File: config.mk
export PLATFORM = sky130hd
export DESIGN_NAME = bcw_out_buf
export DESIGN_NICKNAME = d
export VERILOG_FILES = /design/src/bcw_pkg.sv /design/src/bcw_out_buf.sv
export SDC_FILE = /design/constraint.sdc
export NUM_CORES = 1
export LEC_CHECK = 0
export ABC_AREA = 1
export ABC_CLOCK_PERIOD_IN_PS = 1600
export BUFFER_PORTS_ARGS = -buffer_cell sky130_fd_sc_hd__buf_2
export CELL_PAD_IN_SITES_DETAIL_PLACEMENT = 0
export CELL_PAD_IN_SITES_GLOBAL_PLACEMENT = 1
export CORE_UTILIZATION = 35
export CTS_BUF_LIST = sky130_fd_sc_hd__clkbuf_16
export DETAILED_ROUTE_END_ITERATION = 8
export GPL_TIMING_DRIVEN = 0
export PLACE_DENSITY_LB_ADDON = 0.08
export SYNTH_ARGS = -nofsm -noshare
export SYNTH_HDL_FRONTEND = slang
export SYNTH_SLANG_ARGS = --single-unit
File: constraint.sdc
create_clock -name aclk -period 1.6 [get_ports aclk]
set_input_delay 0.32 -clock aclk [delete_from_list [all_inputs] [get_ports aclk]]
set_output_delay 0.32 -clock aclk [all_outputs]
set_load 0.02 [all_outputs]
File: src/bcw_pkg.sv
// Shared types and constants for the 3x3 binary inner-boundary window.
// No dependencies; every other file in src except bcw_ram uses this package.
package bcw_pkg;

    // Fixed field and counter widths
    localparam int PIXEL_W  = 8;
    localparam int WIDTH_W  = 11;
    localparam int HEIGHT_W = 16;
    localparam int COUNT_W  = 26;
    localparam int TOTAL_W  = 27;
    localparam int DATA_W   = 32;
    localparam int ADDR_W   = 3;

    // Defaults
    localparam int DEF_MAX_WIDTH = 1024;
    localparam logic [WIDTH_W-1:0]  RESET_WIDTH  = WIDTH_W'(640);
    localparam logic [HEIGHT_W-1:0] RESET_HEIGHT = HEIGHT_W'(480);
    localparam logic [TOTAL_W-1:0]  RESET_TOTAL  = TOTAL_W'(640 * 480);

    // Pixel codes
    localparam logic [PIXEL_W-1:0] PIX_WHITE   = 8'd255;
    localparam logic [PIXEL_W-1:0] PIX_CONTOUR = 8'd127;
    localparam logic [PIXEL_W-1:0] PIX_BLACK   = 8'd0;

    // Input beat kinds
    localparam logic MODE_PIXEL = 1'b0;
    localparam logic MODE_DRAIN = 1'b1;

    // Register map, selected by paddr[2]
    typedef enum logic {
        REG_WIDTH  = 1'b0,
        REG_HEIGHT = 1'b1
    } reg_index_t;

    // One result beat
    typedef struct packed {
        logic [PIXEL_W-1:0] pixel;
        logic               frame_end;
    } out_beat_t;

    // Remainder unit status toward the top level
    typedef struct packed {
        logic               busy;
        logic               done;
        logic [WIDTH_W-1:0] rem;
    } rem_status_t;

endpackage

File: src/bcw_out_buf.sv
// Two-beat result buffer between the window logic and the output channel.
// Lets the input side keep going while a result waits. Uses bcw_pkg.
module bcw_out_buf (
    input  logic               aclk,
    input  logic               aresetn,
    input  logic               push_valid,
    input  bcw_pkg::out_beat_t push_beat,
    output logic               pop_valid,
    input  logic               pop_ready,
    output bcw_pkg::out_beat_t pop_beat,
    output logic               has_room
);
    import bcw_pkg::*;

    out_beat_t  entry_reg [2];
    logic       wr_ptr_reg, rd_ptr_reg;
    logic [1:0] cnt_reg, cnt_next;
    logic       pop;

    assign pop       = pop_valid && pop_ready;
    assign pop_valid = (cnt_reg != 2'd0);
    assign pop_beat  = entry_reg[rd_ptr_reg];
    assign has_room  = (cnt_reg != 2'd2);

    // Occupancy
    always_comb begin
        cnt_next = cnt_reg;
        if (push_valid && !pop) begin
            cnt_next = cnt_reg + 2'd1;
        end else if (!push_valid && pop) begin
            cnt_next = cnt_reg - 2'd1;
        end
    end

    // Pointers and storage
    always_ff @(posedge aclk) begin
        if (!aresetn) begin
            wr_ptr_reg <= 1'b0;
            rd_ptr_reg <= 1'b0;
            cnt_reg    <= 2'd0;
        end else begin
            cnt_reg <= cnt_next;
            if (push_valid) begin
                wr_ptr_reg <= !wr_ptr_reg;
            end
            if (pop) begin
                rd_ptr_reg <= !rd_ptr_reg;
            end
        end
        if (push_valid) begin
            entry_reg[wr_ptr_reg] <= push_beat;
        end
    end

endmodule

==> impl_results.md <==
* Total DRC errors in the routed layout at 0
* Fmax achieved at 0.650 GHz
* Leakage power at 0.474 nW
* Max-Slew Margin vs Limit at 0.492
* Worst Max-Slew Pin Slew at between 700 and 800 ps
* Share of cells above drive strength 1 at 0.418
* Critical setup path kind: register to output pin
* Setup_tns at 0 ps
* Number of H-tree branching levels at 1
* Leading cell types in the layout, fill and taps excluded: buf_2, edfxtp_1, nand2_1, mux2_2, inv_1
* Run status: complete, no violations
* Skew-Pair Late Insertion Delay at 250 ps
* Total global-route track usage at 0.117
* Most frequent standard cell in the layout excluding fill and tap cells: buf_2
* Routability cong. at between 0.6 and 0.7
* Hold violation total from the final report at 0
* Avg WL per Cell at 11.1 µm
* Layout area overhead at 25.7%
* Hold Path Class: input pin to register
* I/O pins at 24
* Filler-free cell count of the finished design at 119
* DIE HEIGHT at 52.5 µm
* Count of final max-slew check failures at 0
* Crit path DAT at around 1200 ps
* Die ar. at 0.00275 mm²
* Maximum fanout encountered on the critical timing path at 9
* Synth cell types at 15
* Sink Count at 23
* Number of buffers between clock root and the deepest sink at 2
* Clock transition at the registers of the reported paths at 60 ps
* Area share of fa/ha/maj cells after synthesis at 0.0140
* Wire length of the first global-routing pass at approximately 2100 µm
* TritonCTS clock tree: done
* Setup-violating endpoint count in the final report at 0
* Largest net degree at the start of global routing at 13
* Share of the cycle needed by the critical path after routing at 0.961
* Syn nets at 78
* Synth Area in Compound Gates at 0.0197
* Clock Root Buffer: clkbuf_16
* Post-CTS Hold Buffers at 0
* Required time of the critical path at 1280 ps
* Ratio of routed vias to standard cells at 4.55
* Violation count after the first detailed-routing iteration at 9
* Combinational family with the most area after synthesis: multiplexers
* Fraction of the yosys area taken by sequential cells at 0.719
* Number of buffers added on ports at 23
* Setup repair bufs after CTS at 0
* Largest clock skew in the final design at between 2 and 2.5 ps
* Die span in x at 52.5 µm
* P per Cell Area at 1320 mW/mm²
* # nets final at 106
* Post-synthesis average cell area at 13.9 µm²
* Overflow after GRT at 0
* Overall via count from detail_route at 541
* Via count of the first global-routing pass at 517
* Minimum clock period after layout at roughly 1500 ps
* Post-Synth Simple-Gate Area at 0.0871
* Max rail drop VDD at 0.626 mV
* Synthesized flop and latch total at 23
* Remaining number of nets flagged by the antenna check after routing at 0
* Max Cap Viol at 0
* Placed cell count at 115
* Synth Area in XOR/XNOR at 0
* Total wirelength of the detailed-routed design at 1320 µm
* Synth warn at 0
* Largest register FFs at 18
* Post-detail-place hpwl at between 900 and 1000 µm
* Post_cts resized at 0
* First-pass detailed-route iteration total at 2
* Crit end category: output pin
* Post-synthesis instance total at 64
* Core outline area at 0.00230 mm²
* Initial Utilization at 0.388
* Num CTS Buffers at 3
* Final antenna diode count at 0
* Synthesized area at 891 µm²
* Multiplexer area fraction after synthesis at 0.114
* Cell Rows at 17
* Antenna violations before repair at 0
* Crit path launch type: register
* Unrepaired setup endpoints after global routing: false
==> worst paths after layout <==
check | startpoint | end | slack, ps | cells after the start
max | register | pop_beat[5] | 60 | 3
min | push_beat[2] | entry_reg[0][2] | 250 | 1
max reg2reg | cnt_reg[0] | cnt_reg[1] | 280 | 8
min reg2reg | cnt_reg[0] | cnt_reg[0] | 500 | 1
==> through the flow <==
| step | setup slack, ps | cell area (µm²) | util | hold slack [ps] | total power [mW] |
|---|---|---|---|---|---|
| after floorplan | 394 | 891 | - | 419 | 0.904 |
| after CTS | 46.1 | 1120 | 0.487 | 248 | 1.51 |
| after global placement | 121 | 1040 | 0.453 | 483 | 0.980 |
| final | 61.6 | 1120 | 0.487 | 254 | 1.48 |
| after global routing | 9.32 | 1120 | 0.487 | 249 | 1.56 |
| after detailed placement | 144 | 1040 | 0.453 | 496 | 0.983 |
==> per-layer routing <==
| metal | up-vias | global-route usage | share of wire |
|---|---|---|---|
| met5 | - | 0 | 0 |
| li1 | 271 | - | - |
| met2 | 17 | 0.207 | 0.52 |
| met1 | 248 | 0.109 | 0.39 |
| met3 | 5 | 0.0377 | 0.055 |
| met4 | 0 | 0.0921 | 0.032 |
==> power breakdown <==
part | internal, mW | leakage, nW | total (mW) | switching (mW)
Sequential | 0.692 | 0.210 | 0.713 | 0.0201
Combinational | 0.106 | 0.221 | 0.254 | 0.149
Clock | 0.333 | 0.0423 | 0.514 | 0.182
==> critical path: stages (launching register included) <==
cell     delay [ps]
dfxtp_1         320
buf_6           140
mux2_2          340
buf_2           160
==> layout make-up <==
| type | instances | area [µm²] |
|---|---|---|
| fillers | 213 | 1180 |
| flip-flops and latches | 23 | 641 |
| multi-input cells | 32 | 209 |
| repair buffers | 23 | 115 |
| clock buffers | 3 | 75.1 |
| well taps | 28 | 35.0 |
| inverters | 8 | 30.0 |
| plain buffers | 1 | 11.3 |
| clock inverters | 1 | 3.75 |
==> kinds of logic after synthesis <==
logic type	count (synthesis)
flops	23
simple gates	19
buf+inv	9
mux	9
compound gates	3
fa+ha+maj	1
==> synthesized netlist by cell type <==
cell	count	area share
edfxtp_1	18	0.61
mux2_2	9	0.11
nand2_1	9	0.038
inv_1	7	0.029
nor2_1	7	0.029
dfxtp_1	5	0.11
a21oi_1	1	0.0056
buf_6	1	0.013
ha_1	1	0.014
inv_2	1	0.0042
nand2_2	1	0.0070
nand3_1	1	0.0056
nand4_1	1	0.0070
o21a_1	1	0.0084
o21ai_0	1	0.0056
Note: power is estimated with default switching activity, not from simulation.
