**config.mk**
```make
export PLATFORM = sky130hd
export DESIGN_NAME = bcw_rem_unit
export DESIGN_NICKNAME = d
export VERILOG_FILES = /design/src/bcw_pkg.sv /design/src/bcw_rem_unit.sv
export SDC_FILE = /design/constraint.sdc
export NUM_CORES = 1
export LEC_CHECK = 0
export BUFFER_PORTS_ARGS = -buffer_cell sky130_fd_sc_hd__buf_2
export CAP_MARGIN = 30
export CORE_ASPECT_RATIO = 1.2
export CORE_MARGIN = 1.5
export CORE_UTILIZATION = 30
export CTS_BUF_LIST = sky130_fd_sc_hd__clkbuf_4
export CTS_CLUSTER_SIZE = 10
export DETAILED_ROUTE_END_ITERATION = 8
export PLACE_DENSITY = 0.49
export SLEW_MARGIN = 20
export SYNTH_ARGS = -nofsm -noshare
export SYNTH_HDL_FRONTEND = slang
export SYNTH_SLANG_ARGS = --single-unit
export TNS_END_PERCENT = 100
```
**constraint.sdc**
```tcl
create_clock -name aclk -period 4.1 [get_ports aclk]
set_clock_uncertainty 0.05 [all_clocks]
set_input_delay 0.41 -clock aclk [delete_from_list [all_inputs] [get_ports aclk]]
set_output_delay 0.41 -clock aclk [all_outputs]
set_load 0.02 [all_outputs]
```
**src/bcw_pkg.sv**
```systemverilog
// Shared types and constants for the 3x3 binary inner-boundary window.
// No dependencies; every other file in src except bcw_ram uses this package.
package bcw_pkg;

    // Fixed field and counter widths
    localparam int PIXEL_W  = 8;
    localparam int WIDTH_W  = 11;
    localparam int HEIGHT_W = 16;
    localparam int COUNT_W  = 26;
    localparam int TOTAL_W  = 27;
    localparam int DATA_W   = 32;
    localparam int ADDR_W   = 3;

    // Defaults
    localparam int DEF_MAX_WIDTH = 1024;
    localparam logic [WIDTH_W-1:0]  RESET_WIDTH  = WIDTH_W'(640);
    localparam logic [HEIGHT_W-1:0] RESET_HEIGHT = HEIGHT_W'(480);
    localparam logic [TOTAL_W-1:0]  RESET_TOTAL  = TOTAL_W'(640 * 480);

    // Pixel codes
    localparam logic [PIXEL_W-1:0] PIX_WHITE   = 8'd255;
    localparam logic [PIXEL_W-1:0] PIX_CONTOUR = 8'd127;
    localparam logic [PIXEL_W-1:0] PIX_BLACK   = 8'd0;

    // Input beat kinds
    localparam logic MODE_PIXEL = 1'b0;
    localparam logic MODE_DRAIN = 1'b1;

    // Register map, selected by paddr[2]
    typedef enum logic {
        REG_WIDTH  = 1'b0,
        REG_HEIGHT = 1'b1
    } reg_index_t;

    // One result beat
    typedef struct packed {
        logic [PIXEL_W-1:0] pixel;
        logic               frame_end;
    } out_beat_t;

    // Remainder unit status toward the top level
    typedef struct packed {
        logic               busy;
        logic               done;
        logic [WIDTH_W-1:0] rem;
    } rem_status_t;

endpackage

```
**src/bcw_rem_unit.sv**
```systemverilog
// Restoring remainder unit, one dividend bit per cycle.
// Realigns the output column counter after a width change. Uses bcw_pkg.
module bcw_rem_unit (
    input  logic                        aclk,
    input  logic                        aresetn,
    input  logic                        start,
    input  logic [bcw_pkg::COUNT_W-1:0] dividend,
    input  logic [bcw_pkg::WIDTH_W-1:0] divisor,
    output bcw_pkg::rem_status_t        status
);
    import bcw_pkg::*;

    localparam int CNT_W = $clog2(COUNT_W);

    logic                 busy_reg, busy_next;
    logic [CNT_W-1:0]     cnt_reg, cnt_next;
    logic [WIDTH_W:0]     rem_reg, rem_next;
    logic [COUNT_W-1:0]   dvd_reg, dvd_next;
    logic [WIDTH_W-1:0]   dsr_reg, dsr_next;
    logic [WIDTH_W:0]     shifted;
    logic [WIDTH_W:0]     rem_step;
    logic                 last_step;

    // One restoring step
    always_comb begin
        shifted   = {rem_reg[WIDTH_W-1:0], dvd_reg[COUNT_W-1]};
        rem_step  = (shifted >= {1'b0, dsr_reg}) ? shifted - {1'b0, dsr_reg} : shifted;
        last_step = busy_reg && (cnt_reg == '0);
    end

    // Sequencing
    always_comb begin
        busy_next = busy_reg;
        cnt_next  = cnt_reg;
        rem_next  = rem_reg;
        dvd_next  = dvd_reg;
        dsr_next  = dsr_reg;
        if (start) begin
            busy_next = 1'b1;
            cnt_next  = CNT_W'(COUNT_W - 1);
            rem_next  = '0;
            dvd_next  = dividend;
            dsr_next  = divisor;
        end else if (busy_reg) begin
            rem_next = rem_step;
            dvd_next = {dvd_reg[COUNT_W-2:0], 1'b0};
            cnt_next = cnt_reg - 1'b1;
            if (last_step) begin
                busy_next = 1'b0;
            end
        end
    end

    always_ff @(posedge aclk) begin
        if (!aresetn) begin
            busy_reg <= 1'b0;
            cnt_reg  <= '0;
        end else begin
            busy_reg <= busy_next;
            cnt_reg  <= cnt_next;
        end
        rem_reg <= rem_next;
        dvd_reg <= dvd_next;
        dsr_reg <= dsr_next;
    end

    assign status.busy = busy_reg;
    assign status.done = last_step;
    assign status.rem  = rem_step[WIDTH_W-1:0];

endmodule

```
==> reports/metrics.cfg <==
[clock_tree]
post-cts-setup-buffers=0
clock-root-buffer=clkbuf_4
cts.repair.resized=0
ctsHoldBuffers=0
cts_tree=yes
clk-insertion-delay-late_ns=0.39
h-tree-depth=2
cts_buffers=5
cts_sinks=54
cts_max_path_buffers=2
cts.clk_slew.worst_paths_ns=0.17

[floorplanning]
io_pins=53
num_rows=39
start_util=0.306
die_x_um=92.8
die_y_um=111
die_area_sq_mm=0.0103
core_sq_mm=0.00947

[global_routing]
globalRouteMet3Util=0.0274
grt-busiest-layer=met2
grt.overflow.total=0
first_global_vias=2054
grtUsageMet1=0.153
antenna_found_initial=0
grtUsageTotal=0.122
grt_max_degree=50
use_met2=0.200
grt_pass1_wl_um=9880

[critical_path]
arrival_ns=2.96
slowest_delay_ns=0.58
critPathBufInv=2
crit_chain=inv_1, ha_1, fa_1, and2b_2, o22ai_2, a21oi_4, o21ai_4, or4_4, nand2_1, buf_2
cp_data_required_time_ns=3.64
criticalPathCategory=reg -> out
critPathLaunchType=register
crit_family=simple AND/OR/NAND/NOR gates
critPathMaxFanout=18
cp-end-kind=primary output
crit_path_top_delay_cell=or4_4

[layout]
largest_reg_flops=26
fin_area_sq_mm=0.00332
drive_above_1_share=0.319
areaGrowthSynthToFinish_pct=14.4
nNetsFinal=359
diodes=0

[placed_design]
io_buffers=52
finalWeightedCongestion=0.814
placed_cell_area_sq_mm=0.00325
dp_hpwl_um=4340

[drt]
drc=0
ant_nets=0
drt_first_pass_iters=5
routedWlPerCell_um=13.7
dr.first_iter.drc_count=73
vias=2075
wirelength_um=5890
viasPerCell=4.83

[outcome]
status=complete, no violations

[timing]
finalSetupViolCount=0
min_period_ns=3.42
fmax_mhz=293
setup-tns-final_ns=0
slew_violations=0
relSlewSlack=0.588
grt_setup_unrepaired=false
hold_viol_final=0
worst_pin_slew_ns=0.619
finalCritPeriodShare=0.833

[yosys]
syn_avg_cell_area_sq_um=11.1
syn_nets=314
async_reset_ff_frac=0
synth_common_cells=edfxtp_1, nand2_1, mux2_2
synth_most_common_cell=edfxtp_1
synth_cells=261
yosysUniqueCellTypes=53
synthesis.area_sq_mm=0.00290
synth_area_leaders=edfxtp_1, dfxtp_1, mux2_2
ys_seq_elements=54
ys_warn_count=0
synthFlopType=edfxtp_1
synth_enable_flop_cells=37
yosysTopAreaCell=edfxtp_1
ys_seq_area_frac=0.500
synthDominantCellAreaShare=0.383

[job]
maxCapViolations=0

[pwr]
leakagePower_nw=1.35
powerDensity_mw_per_mm2=368
ir_worst_vdd_uv=169

[min_path]
hold_class=in -> reg

## metal layers
metal  vias to the layer above  part of all wire  wire length [um]
li1                       1042                 -                 -
met4                         0             0.027               159
met2                        57              0.49              2880
met3                        13             0.053               312
met1                       963              0.43              2540
met5                         -                 0                 0
## cell families (layout without fill, tap and decap cells)
group	Yosys count	after routing	synth area share
buffers and inverters	33	79	0.0483
adder cells (fa/ha/maj)	13	13	0.0587
AO/OA/AOI/OAI	55	55	0.148
multiplexers	25	25	0.0971
flip-flops	54	54	0.500
XOR/XNOR	8	8	0.0242
AND/OR/NAND/NOR	73	73	0.124
## where the power goes
part,total (mW),internal [mW],switching (mW)
logic,0.304,0.128,0.176
registers,0.662,0.640,0.0220
clock network,0.254,0.0706,0.184
## cell type report
class	count	area [sq um]
clock buffers	5	37.5
multi-input cells	174	1310
clock inverters	3	26.3
well taps	123	154
flip-flops and latches	54	1450
repair buffers	54	275
fillers	996	6150
inverters	17	63.8
## cell usage in the layout (no fill, tap or decap), types with 3 or more instances in the layout
| cell | instances |
|---|---|
| nand2_1 | 29 |
| xnor2_1 | 6 |
| a21boi_0 | 4 |
| a311oi_1 | 6 |
| o21ai_0 | 9 |
| inv_1 | 17 |
| dfxtp_1 | 17 |
| buf_2 | 52 |
| a21oi_1 | 10 |
| edfxtp_1 | 37 |
| clkbuf_4 | 5 |
| mux2_2 | 25 |
| ha_1 | 12 |
| nand3_1 | 5 |
| nor3_1 | 3 |
| nor2_1 | 15 |
| o211ai_1 | 3 |
| clkinv_4 | 3 |
## per-stage QoR
stage               utilization  power [mW]  hold WS (ns)  instances  setup slack (ns)
floorplan                     -       0.896         0.414        261              1.37
global placement          0.344       0.983         0.438        422              1.16
detailed placement        0.344       0.983         0.444        422              1.12
CTS                       0.350        1.24         0.114        430             0.648
global route              0.350        1.29        0.0943        430             0.506
finish                    0.350        1.22         0.131        430             0.685
## path summary, 6_finish.rpt
path | start | end | slack (ns) | depth (start not counted)
max | dvd_reg[25] | status[6] | 0.68 | 10
max reg2reg | dvd_reg[25] | rem_reg[6] | 1.42 | 9
min reg2reg | rem_reg[1] | rem_reg[1] | 0.47 | 2
min | divisor[9] | dsr_reg[9] | 0.13 | 1
(Power assumes the default switching activity.)
